<file path="src/dipmd_pkg.sv">
`timescale 1ns / 1ps
`default_nettype none

package dipmd_pkg;

	localparam int SpeedW = 13;
	localparam int VoltW  = 12;
	localparam int GainW  = 10;
	localparam int LimW   = 13;
	localparam int DutyW  = 13;
	localparam int ErrW   = 14;
	localparam int AccW   = 14;
	localparam int DiffW  = 15;
	localparam int SumW   = 27;
	localparam int CfgIdxW  = 3;
	localparam int CfgDataW = 13;

	localparam logic [GainW-1:0] PropGainRst   = 10'd20;
	localparam logic [GainW-1:0] IntegGainRst  = 10'd30;
	localparam logic [LimW-1:0]  AccumLimitRst = 13'd7200;
	localparam logic [LimW-1:0]  DriveLimitRst = 13'd6900;
	localparam logic [VoltW-1:0] CutoffRst     = 12'd1110;

	typedef enum logic [CfgIdxW-1:0] {
		REG_PROP_GAIN   = 3'd0,
		REG_INTEG_GAIN  = 3'd1,
		REG_ACCUM_LIMIT = 3'd2,
		REG_DRIVE_LIMIT = 3'd3,
		REG_CUTOFF      = 3'd4
	} reg_idx_t;

	typedef struct packed {
		logic [GainW-1:0] prop_gain;
		logic [GainW-1:0] integ_gain;
		logic [LimW-1:0]  accum_limit;
		logic [LimW-1:0]  drive_limit;
		logic [VoltW-1:0] cutoff_voltage;
	} cfg_regs_t;

	typedef struct packed {
		logic [DutyW-1:0] duty;
		logic             reverse;
	} lane_out_t;

endpackage

`default_nettype wire

</file>
<file path="src/dipmd_if.sv">
`timescale 1ns / 1ps
`default_nettype none

interface dipmd_in_if;
	logic                                   valid;
	logic                                   ready;
	logic signed [dipmd_pkg::SpeedW-1:0]    speed_a;
	logic signed [dipmd_pkg::SpeedW-1:0]    speed_b;
	logic signed [dipmd_pkg::SpeedW-1:0]    goal_a;
	logic signed [dipmd_pkg::SpeedW-1:0]    goal_b;
	logic        [dipmd_pkg::VoltW-1:0]     supply_voltage;

	modport source (output valid, speed_a, speed_b, goal_a, goal_b, supply_voltage,
		input ready);
	modport sink (input valid, speed_a, speed_b, goal_a, goal_b, supply_voltage,
		output ready);
endinterface

interface dipmd_out_if;
	logic                            valid;
	logic                            ready;
	logic [dipmd_pkg::DutyW-1:0]     duty_a;
	logic                            reverse_a;
	logic [dipmd_pkg::DutyW-1:0]     duty_b;
	logic                            reverse_b;
	logic                            shutdown;

	modport source (output valid, duty_a, reverse_a, duty_b, reverse_b, shutdown,
		input ready);
	modport sink (input valid, duty_a, reverse_a, duty_b, reverse_b, shutdown,
		output ready);
endinterface

interface dipmd_cfg_if;
	logic                               valid;
	logic                               ready;
	logic [dipmd_pkg::CfgIdxW-1:0]      index;
	logic [dipmd_pkg::CfgDataW-1:0]     data;

	modport source (output valid, index, data, input ready);
	modport sink (input valid, index, data, output ready);
endinterface

`default_nettype wire

</file>
<file path="src/dipmd_cfg_regs.sv">
`timescale 1ns / 1ps
`default_nettype none

module dipmd_cfg_regs (
	input  wire                  clk,
	input  wire                  arst_n,
	dipmd_cfg_if.sink            cfg,
	output dipmd_pkg::cfg_regs_t regs
);

	dipmd_pkg::cfg_regs_t regs_q;

	assign cfg.ready = 1'b1;
	assign regs      = regs_q;

	always_ff @(posedge clk or negedge arst_n) begin
		if (!arst_n) begin
			regs_q.prop_gain      <= dipmd_pkg::PropGainRst;
			regs_q.integ_gain     <= dipmd_pkg::IntegGainRst;
			regs_q.accum_limit    <= dipmd_pkg::AccumLimitRst;
			regs_q.drive_limit    <= dipmd_pkg::DriveLimitRst;
			regs_q.cutoff_voltage <= dipmd_pkg::CutoffRst;
		end else if (cfg.valid) begin
			unique case (cfg.index)
				dipmd_pkg::REG_PROP_GAIN:
					regs_q.prop_gain <= cfg.data[dipmd_pkg::GainW-1:0];
				dipmd_pkg::REG_INTEG_GAIN:
					regs_q.integ_gain <= cfg.data[dipmd_pkg::GainW-1:0];
				dipmd_pkg::REG_ACCUM_LIMIT:
					regs_q.accum_limit <= cfg.data[dipmd_pkg::LimW-1:0];
				dipmd_pkg::REG_DRIVE_LIMIT:
					regs_q.drive_limit <= cfg.data[dipmd_pkg::LimW-1:0];
				dipmd_pkg::REG_CUTOFF:
					regs_q.cutoff_voltage <= cfg.data[dipmd_pkg::VoltW-1:0];
				default: begin
				end
			endcase
		end
	end

endmodule

`default_nettype wire

</file>
<file path="src/dipmd_pi_lane.sv">
`timescale 1ns / 1ps
`default_nettype none

module dipmd_pi_lane (
	input  wire                                     clk,
	input  wire                                     arst_n,
	input  wire                                     update,
	input  wire signed [dipmd_pkg::SpeedW-1:0]      speed,
	input  wire signed [dipmd_pkg::SpeedW-1:0]      goal,
	input  dipmd_pkg::cfg_regs_t                    regs,
	output dipmd_pkg::lane_out_t                    result
);

	logic signed [dipmd_pkg::AccW-1:0]  accum_q;
	logic signed [dipmd_pkg::ErrW-1:0]  prev_err_q;

	logic signed [dipmd_pkg::ErrW-1:0]  err;
	logic signed [dipmd_pkg::DiffW-1:0] diff;
	logic signed [dipmd_pkg::SumW-1:0]  p_term;
	logic signed [dipmd_pkg::SumW-1:0]  i_term;
	logic signed [dipmd_pkg::SumW-1:0]  sum;
	logic signed [dipmd_pkg::SumW-1:0]  acc_lim;
	logic signed [dipmd_pkg::AccW-1:0]  acc_next;
	logic signed [dipmd_pkg::AccW-1:0]  drv_lim;
	logic signed [dipmd_pkg::AccW-1:0]  drv;
	logic        [dipmd_pkg::AccW-1:0]  drv_mag;

	assign err  = dipmd_pkg::ErrW'(speed) - dipmd_pkg::ErrW'(goal);
	assign diff = dipmd_pkg::DiffW'(err) - dipmd_pkg::DiffW'(prev_err_q);

	// Gains are unsigned, so a zero sign bit goes in before the signed multiply.
	assign p_term = dipmd_pkg::SumW'(signed'({1'b0, regs.prop_gain}))
		* dipmd_pkg::SumW'(diff);
	assign i_term = dipmd_pkg::SumW'(signed'({1'b0, regs.integ_gain}))
		* dipmd_pkg::SumW'(err);
	assign sum     = dipmd_pkg::SumW'(accum_q) + p_term + i_term;
	assign acc_lim = dipmd_pkg::SumW'(signed'({1'b0, regs.accum_limit}));

	always_comb begin
		if (sum > acc_lim) begin
			acc_next = acc_lim[dipmd_pkg::AccW-1:0];
		end else if (sum < -acc_lim) begin
			acc_next = dipmd_pkg::AccW'(-acc_lim);
		end else begin
			acc_next = sum[dipmd_pkg::AccW-1:0];
		end
	end

	assign drv_lim = signed'({1'b0, regs.drive_limit});

	always_comb begin
		if (acc_next > drv_lim) begin
			drv = drv_lim;
		end else if (acc_next < -drv_lim) begin
			drv = -drv_lim;
		end else begin
			drv = acc_next;
		end
	end

	assign drv_mag        = drv[dipmd_pkg::AccW-1] ? dipmd_pkg::AccW'(-drv) : drv;
	assign result.duty    = drv_mag[dipmd_pkg::DutyW-1:0];
	assign result.reverse = (drv > dipmd_pkg::AccW'(0));

	always_ff @(posedge clk or negedge arst_n) begin
		if (!arst_n) begin
			accum_q    <= '0;
			prev_err_q <= '0;
		end else if (update) begin
			accum_q    <= acc_next;
			prev_err_q <= err;
		end
	end

endmodule

`default_nettype wire

</file>
<file path="src/dual_incremental_pi_motor_drive_top.sv">
// Dual incremental PI motor drive.
// The tick channel carries one control tick: measured and target speeds of
// wheels A and B and the supply voltage. The drive channel returns exactly one
// result per tick: duty magnitude and reverse bit per wheel plus a shutdown flag.
// The cfg channel writes the gains, the accumulator and drive limits and the
// cut-off voltage; it is always ready and should only be used while idle.
// A tick is taken into the tick register, passes through both PI lanes
// combinationally and is registered in the result register once that frees up.
// Throughput: one tick per cycle while the receiver does not stall. The
// accumulator update of both wheels is a single pass from the tick register to
// the result register, so consecutive ticks see each other's state with no gap.
// A tick whose supply voltage is below the cut-off gives zero drives with
// shutdown set and leaves both controllers untouched.
// Reset clears both accumulators and previous errors, loads the default gains
// and limits, and empties the tick and result registers.
// When the receiver stalls, the result is held; one further tick may still be
// taken into the tick register, after which ready drops until the result moves.
`timescale 1ns / 1ps
`default_nettype none

module dual_incremental_pi_motor_drive_top (
	input  wire          clk,
	input  wire          arst_n,
	dipmd_in_if.sink     tick,
	dipmd_out_if.source  drive,
	dipmd_cfg_if.sink    cfg
);

	dipmd_pkg::cfg_regs_t regs;
	dipmd_pkg::lane_out_t lane_a;
	dipmd_pkg::lane_out_t lane_b;

	logic                                 valid_s1;
	logic signed [dipmd_pkg::SpeedW-1:0]  speed_a_s1;
	logic signed [dipmd_pkg::SpeedW-1:0]  speed_b_s1;
	logic signed [dipmd_pkg::SpeedW-1:0]  goal_a_s1;
	logic signed [dipmd_pkg::SpeedW-1:0]  goal_b_s1;
	logic        [dipmd_pkg::VoltW-1:0]   volt_s1;

	logic                                 valid_s2;
	logic        [dipmd_pkg::DutyW-1:0]   duty_a_s2;
	logic                                 reverse_a_s2;
	logic        [dipmd_pkg::DutyW-1:0]   duty_b_s2;
	logic                                 reverse_b_s2;
	logic                                 shutdown_s2;

	logic advance;
	logic low_volt;
	logic update;

	dipmd_cfg_regs u_cfg (
		.clk    (clk),
		.arst_n (arst_n),
		.cfg    (cfg),
		.regs   (regs)
	);

	// The result register frees up when it is empty or being taken this cycle.
	assign advance    = !valid_s2 || drive.ready;
	assign tick.ready = !valid_s1 || advance;
	assign low_volt   = (volt_s1 < regs.cutoff_voltage);
	assign update     = valid_s1 && advance && !low_volt;

	dipmd_pi_lane u_lane_a (
		.clk    (clk),
		.arst_n (arst_n),
		.update (update),
		.speed  (speed_a_s1),
		.goal   (goal_a_s1),
		.regs   (regs),
		.result (lane_a)
	);

	dipmd_pi_lane u_lane_b (
		.clk    (clk),
		.arst_n (arst_n),
		.update (update),
		.speed  (speed_b_s1),
		.goal   (goal_b_s1),
		.regs   (regs),
		.result (lane_b)
	);

	always_ff @(posedge clk or negedge arst_n) begin
		if (!arst_n) begin
			valid_s1 <= 1'b0;
		end else if (tick.ready) begin
			valid_s1 <= tick.valid;
		end
	end

	always_ff @(posedge clk) begin
		if (tick.valid && tick.ready) begin
			speed_a_s1 <= tick.speed_a;
			speed_b_s1 <= tick.speed_b;
			goal_a_s1  <= tick.goal_a;
			goal_b_s1  <= tick.goal_b;
			volt_s1    <= tick.supply_voltage;
		end
	end

	always_ff @(posedge clk or negedge arst_n) begin
		if (!arst_n) begin
			valid_s2 <= 1'b0;
		end else if (advance) begin
			valid_s2 <= valid_s1;
		end
	end

	always_ff @(posedge clk) begin
		if (advance && valid_s1) begin
			if (low_volt) begin
				duty_a_s2    <= '0;
				reverse_a_s2 <= 1'b0;
				duty_b_s2    <= '0;
				reverse_b_s2 <= 1'b0;
				shutdown_s2  <= 1'b1;
			end else begin
				duty_a_s2    <= lane_a.duty;
				reverse_a_s2 <= lane_a.reverse;
				duty_b_s2    <= lane_b.duty;
				reverse_b_s2 <= lane_b.reverse;
				shutdown_s2  <= 1'b0;
			end
		end
	end

	assign drive.valid     = valid_s2;
	assign drive.duty_a    = duty_a_s2;
	assign drive.reverse_a = reverse_a_s2;
	assign drive.duty_b    = duty_b_s2;
	assign drive.reverse_b = reverse_b_s2;
	assign drive.shutdown  = shutdown_s2;

`ifndef ASSERT_OFF
	a_shutdown_zero: assert property (@(posedge clk) disable iff (!arst_n)
		drive.valid && drive.shutdown |->
			drive.duty_a == '0 && drive.duty_b == '0
			&& !drive.reverse_a && !drive.reverse_b)
		else $error("shutdown result carries a nonzero drive");

	a_reverse_nonzero: assert property (@(posedge clk) disable iff (!arst_n)
		drive.valid && (drive.reverse_a || drive.reverse_b) |->
			(!drive.reverse_a || drive.duty_a != '0)
			&& (!drive.reverse_b || drive.duty_b != '0))
		else $error("reverse set with zero duty");

	a_duty_limit: assert property (@(posedge clk) disable iff (!arst_n)
		drive.valid |->
			drive.duty_a <= regs.drive_limit && drive.duty_b <= regs.drive_limit)
		else $error("duty exceeds drive limit");

	a_tick_held: assert property (@(posedge clk) disable iff (!arst_n)
		valid_s1 && !advance |=>
			valid_s1 && $stable(speed_a_s1) && $stable(goal_a_s1) && $stable(volt_s1))
		else $error("tick register lost a stalled tick");
`endif

endmodule

`default_nettype wire

</file>
<file path="src/flat_wrapper.sv">
// flat-port wrapper written by rule: the top's interface ports become plain ports
module dual_incremental_pi_motor_drive_top_flat 
  (clk, arst_n, tick_valid, tick_speed_a, tick_speed_b, tick_goal_a, tick_goal_b, tick_supply_voltage, tick_ready, drive_valid, drive_duty_a, drive_reverse_a, drive_duty_b, drive_reverse_b, drive_shutdown, drive_ready, cfg_valid, cfg_index, cfg_data, cfg_ready);
  dipmd_in_if tick_i ();
  dipmd_out_if drive_i ();
  dipmd_cfg_if cfg_i ();
  input  wire clk;
  input  wire arst_n;
  input wire logic [$bits(tick_i.valid)-1:0] tick_valid;
  input wire logic [$bits(tick_i.speed_a)-1:0] tick_speed_a;
  input wire logic [$bits(tick_i.speed_b)-1:0] tick_speed_b;
  input wire logic [$bits(tick_i.goal_a)-1:0] tick_goal_a;
  input wire logic [$bits(tick_i.goal_b)-1:0] tick_goal_b;
  input wire logic [$bits(tick_i.supply_voltage)-1:0] tick_supply_voltage;
  output wire logic [$bits(tick_i.ready)-1:0] tick_ready;
  output wire logic [$bits(drive_i.valid)-1:0] drive_valid;
  output wire logic [$bits(drive_i.duty_a)-1:0] drive_duty_a;
  output wire logic [$bits(drive_i.reverse_a)-1:0] drive_reverse_a;
  output wire logic [$bits(drive_i.duty_b)-1:0] drive_duty_b;
  output wire logic [$bits(drive_i.reverse_b)-1:0] drive_reverse_b;
  output wire logic [$bits(drive_i.shutdown)-1:0] drive_shutdown;
  input wire logic [$bits(drive_i.ready)-1:0] drive_ready;
  input wire logic [$bits(cfg_i.valid)-1:0] cfg_valid;
  input wire logic [$bits(cfg_i.index)-1:0] cfg_index;
  input wire logic [$bits(cfg_i.data)-1:0] cfg_data;
  output wire logic [$bits(cfg_i.ready)-1:0] cfg_ready;
  assign tick_i.valid = tick_valid;
  assign tick_i.speed_a = tick_speed_a;
  assign tick_i.speed_b = tick_speed_b;
  assign tick_i.goal_a = tick_goal_a;
  assign tick_i.goal_b = tick_goal_b;
  assign tick_i.supply_voltage = tick_supply_voltage;
  assign tick_ready = tick_i.ready;
  assign drive_valid = drive_i.valid;
  assign drive_duty_a = drive_i.duty_a;
  assign drive_reverse_a = drive_i.reverse_a;
  assign drive_duty_b = drive_i.duty_b;
  assign drive_reverse_b = drive_i.reverse_b;
  assign drive_shutdown = drive_i.shutdown;
  assign drive_i.ready = drive_ready;
  assign cfg_i.valid = cfg_valid;
  assign cfg_i.index = cfg_index;
  assign cfg_i.data = cfg_data;
  assign cfg_ready = cfg_i.ready;
  dual_incremental_pi_motor_drive_top u_core (.clk(clk), .arst_n(arst_n), .tick(tick_i), .drive(drive_i), .cfg(cfg_i));
endmodule
</file>
<file path="config.mk">
export PLATFORM = sky130hd
export DESIGN_NAME = dual_incremental_pi_motor_drive_top_flat
export DESIGN_NICKNAME = d
export VERILOG_FILES = /design/src/dipmd_pkg.sv /design/src/dipmd_if.sv /design/src/dipmd_cfg_regs.sv /design/src/dipmd_pi_lane.sv /design/src/dual_incremental_pi_motor_drive_top.sv /design/src/flat_wrapper.sv
export SDC_FILE = /design/constraint.sdc
export NUM_CORES = 2
export LEC_CHECK = 0
export BUFFER_PORTS_ARGS = -buffer_cell sky130_fd_sc_hd__buf_4
export CAP_MARGIN = 10
export CELL_PAD_IN_SITES_DETAIL_PLACEMENT = 1
export CELL_PAD_IN_SITES_GLOBAL_PLACEMENT = 2
export CORE_MARGIN = 3
export CORE_UTILIZATION = 34
export CTS_BUF_LIST = sky130_fd_sc_hd__clkbuf_16
export DETAILED_ROUTE_END_ITERATION = 7
export HOLD_SLACK_MARGIN = 0.06
export PLACE_DENSITY_LB_ADDON = 0.1
export SYNTH_ARGS = -nofsm -noshare
export SYNTH_HDL_FRONTEND = slang
export SYNTH_HIERARCHICAL = 1
export SYNTH_SLANG_ARGS = --single-unit
</file>
<file path="constraint.sdc">
create_clock -name clk -period 20.7 [get_ports clk]
set_input_delay 4.14 -clock clk [delete_from_list [all_inputs] [get_ports clk]]
set_output_delay 4.14 -clock clk [all_outputs]
set_load 0.005 [all_outputs]
</file>
==> summary.md <==
The run finished with clean final reports. The count of nets left with antenna violations after detail routing was 0; the violation count after the first detailed-route iteration was 1213. The sum of negative setup slack is 0 ps, and the highest clock rate is 53.1 MHz.

The share of the synthesized area in the top cell type was 32.6%; the share of post-route cells with drive strength above 1 was 9.31%. Clock-pin slew was measured on the worst setup and hold paths at 70 ps. The share of synthesized flip-flops with an asynchronous set or reset is 55.5%, and the residual overflow from global routing is 0. Across the run, the number of max-cap violations was 0. Type of origin of the critical path: a flip-flop. The final layout contains 5647 nets. The tools report the number of levels in the clock H-tree as 1. Detailed-route wire length per cell: 21.3 µm. TritonCTS built the clock tree.

Summed over all layers, the routed wires come to 130 mm. Setup repair after global routing left no endpoint under its margin. The pre-antenna-repair detailed-routing pass consisted of 5 iterations.

The synthesized netlist contains 117 unique library cells. In this run the worst path has a maximum fanout of 26. The tools report the synthesized netlist net count as 5560. The initial antenna violation count is 7. Once detailed placement completed, the half-perimeter wirelength came to 110 mm. The maximum clock skew at final layout was 56.1 ps.

Number of enable-type register cells in the synthesized netlist: 93. Type of the setup path with the least slack: flip-flop to flip-flop. Number of warnings printed during yosys synthesis: 6. The longest clock path from root to sink contains 3 buffers. Leaving out fill and tap cells, the most frequent cell in the layout is inv_1. The data arrival time at the worst-slack endpoint was 19340 ps. Setup violations remaining at the end of the flow were counted as 0.

The wire length of the first global-routing pass was 205 mm. In this run the count of I/O pins placed on the die edge is 117. The floorplan step defined a core boundary enclosing 118000 µm². For the pin with the worst max-slew slack, the measured transition is 1180 ps. For the sequential cell area fraction in the yosys report, the log shows 14.1%. Measured along the y axis, the die boundary spans 352 µm. Input and output buffers added on the ports amount to 115.

The maximum single-stage delay on the critical path is 750 ps. Measured against its own limit, the worst slew margin works out to 20.9%. Entering global routing, the biggest net connects 76 pins.

The synthesized design contains 209 register bits. The width of the chip is 352 µm, and the share of the clock period used by the worst path after layout is 91.0%. The clock latency of the later-clocked register in the worst-skew pair was 660 ps.

The initialized floorplan defines 126 standard-cell rows. The via count of the routed design was 30.0k. Routability-driven placement finished with a final weighted congestion of 0.812. STA classifies the critical path endpoint as a flip-flop. The time the final worst path needs with I/O delays and setup is 18830 ps, and the post-route DRC violation count is 0.

For the TritonCTS buffer count, the log shows 31. The library cells used most frequently in the layout, excluding fill and tap cells, are inv_1 (920), fa_1 (662), nand2_1 (502). The cell type contributing the most total cell area after synthesis was fa_1.

The dominant cell type by count on the critical path was fa_1. Slowest stage cell on the critical path: nor2_1. By area the synthesized netlist is led by fa_1 (33%), ha_1 (13%), inv_1 (8.4%).

The run gives 34.4% as the starting utilization of the core area. For the number of global-route vias before repair, the log shows 34.0k. Among all flip-flop cells after synthesis, the most frequent one is edfxtp_1. Each instance of the synthesized netlist takes up on average 9.25 µm². The area growth from synthesis to layout is 9.64%, and the final count of pins violating max slew is 0. In the routed layout, each cell is associated on average with a via count of 4.91.

Number of endpoints with negative hold slack in the final report: 0. The number of sinks handled by clock tree synthesis came out at 209. The cell area that synthesis handed to floorplanning was 40700 µm². The tools report the global routing usage summed across all routing layers as 21.3%. The classification of the worst-slack hold path is flip-flop to flip-flop.

The number of hold buffers added after CTS was 0. Synthesis produced a netlist whose cell count is 4398. Data on the critical path is required at its endpoint by 21200 ps. The full die area is 124000 µm². Clock tree synthesis selected as its root buffer the cell clkbuf_16.
## state kept, by name, summed over array words and instances, names as in the netlist
signal,count
u_core/drive.shutdown,1
u_core/speed_b_s1,13
u_core/u_lane_a/accum_q,14
u_core/speed_a_s1,13
u_core/drive.reverse_b,1
u_core/u_lane_b/accum_q,14
u_core/u_lane_a/prev_err_q,14
u_core/u_cfg/regs,58
u_core/goal_b_s1,13
u_core/drive.valid,1
u_core/valid_s1,1
u_core/drive.reverse_a,1
u_core/goal_a_s1,13
u_core/drive.duty_b,13
u_core/drive.duty_a,13
u_core/volt_s1,12
u_core/u_lane_b/prev_err_q,14
## cell usage after synthesis (all sizes together) (7+ instances only)
library cell / n
and2: 210
ha: 415
nand3: 37
nand2: 502
nand4: 38
and3: 14
mux2: 77
xnor2: 104
mux2i: 20
or3: 16
o21a: 25
clkbuf: 107
nor4: 26
dfrtp: 93
a31oi: 14
and4: 7
a21boi: 43
edfxtp: 93
nor2: 146
or2: 9
nor3: 39
nor4b: 7
fa: 662
nand2b: 54
nor2b: 81
o21ai: 179
a21o: 40
xor2: 40
a21oi: 150
a211oi: 36
nor3b: 7
buf: 32
dfstp: 23
o31ai: 9
inv: 916
o211ai: 12
o21bai: 11
## cell type report
type | instances | area (µm²)
fill | 13600 | 73800
multi-input combinational | 3134 | 31000
sequential | 209 | 5720
inverter | 916 | 3440
tap | 1600 | 2000
timing repair buffer | 193 | 1450
clock buffer | 33 | 826
clock inverter | 25 | 180
antenna | 5 | 12.5
## worst max-delay path, delay by kind of cell (launching register included)
kind	cells	cell delay (ps)
adder cells (fa/ha/maj)	13	5740
XOR/XNOR	1	150
multiplexers	1	320
flip-flops	1	350
AND/OR/NAND/NOR	19	4520
buffers and inverters	6	560
AO/OA/AOI/OAI	30	7050
## through the flow
stage	util, %	area [µm²]	cells	setup WS (ps)	hold slack, ps
floorplan	-	40700	4398	5290	449
global placement	36.8	43600	6052	1440	476
detailed placement	36.8	43600	6052	1400	480
CTS	37.7	44600	6110	1360	495
global route	37.7	44600	6110	64.4	504
finish	37.7	44600	6115	1870	488
## routing by layer
layer | up-vias | part of all wire (%) | global-route usage, %
met2 | 309 | 47 | 35.7
li1 | 14100 | - | -
met5 | - | 0 | 0
met3 | 115 | 3.1 | 2.08
met4 | 0 | 2.2 | 4.61
met1 | 15500 | 48 | 29.7
## what timing repair did
action,CTS,global route
endpoints found under the hold margin,0,0
endpoints found under the setup margin,0,4
setup buffers,0,0
gates resized for setup,0,2
## cell families after synthesis
group / after synthesis / share of synthesized area, %
AOI/OAI and AO/OA: 601 / 9.77
xor gates and xnor gates: 144 / 3.12
adders and majority gates: 1077 / 45.3
buffers and inverters: 1055 / 9.95
DFF: 209 / 14.1
muxes: 97 / 2.66
other: 1 / 0.00922
and+or+nand+nor: 1214 / 15.1
## path summary, 6_finish.rpt
check | cells after the start | slack [ps] | end | from
hold / removal | 1 | 490 | u_core/drive.valid | u_core/valid_s1
min in group asynchronous | 1 | 3520 | u_core/u_lane_b/accum_q[12] | arst_n
setup reg to reg | 70 | 1870 | u_core/drive.duty_a[7] | u_core/speed_a_s1[0]
hold reg to reg | 1 | 490 | u_core/drive.valid | u_core/valid_s1
max in group asynchronous | 2 | 15910 | u_core/u_lane_a/accum_q[13] | arst_n
setup / recovery | 70 | 1870 | u_core/drive.duty_a[7] | u_core/speed_a_s1[0]
Power is not shown: default switching activity piles up to over one toggle a cycle in this logic, so the estimate is an artifact.
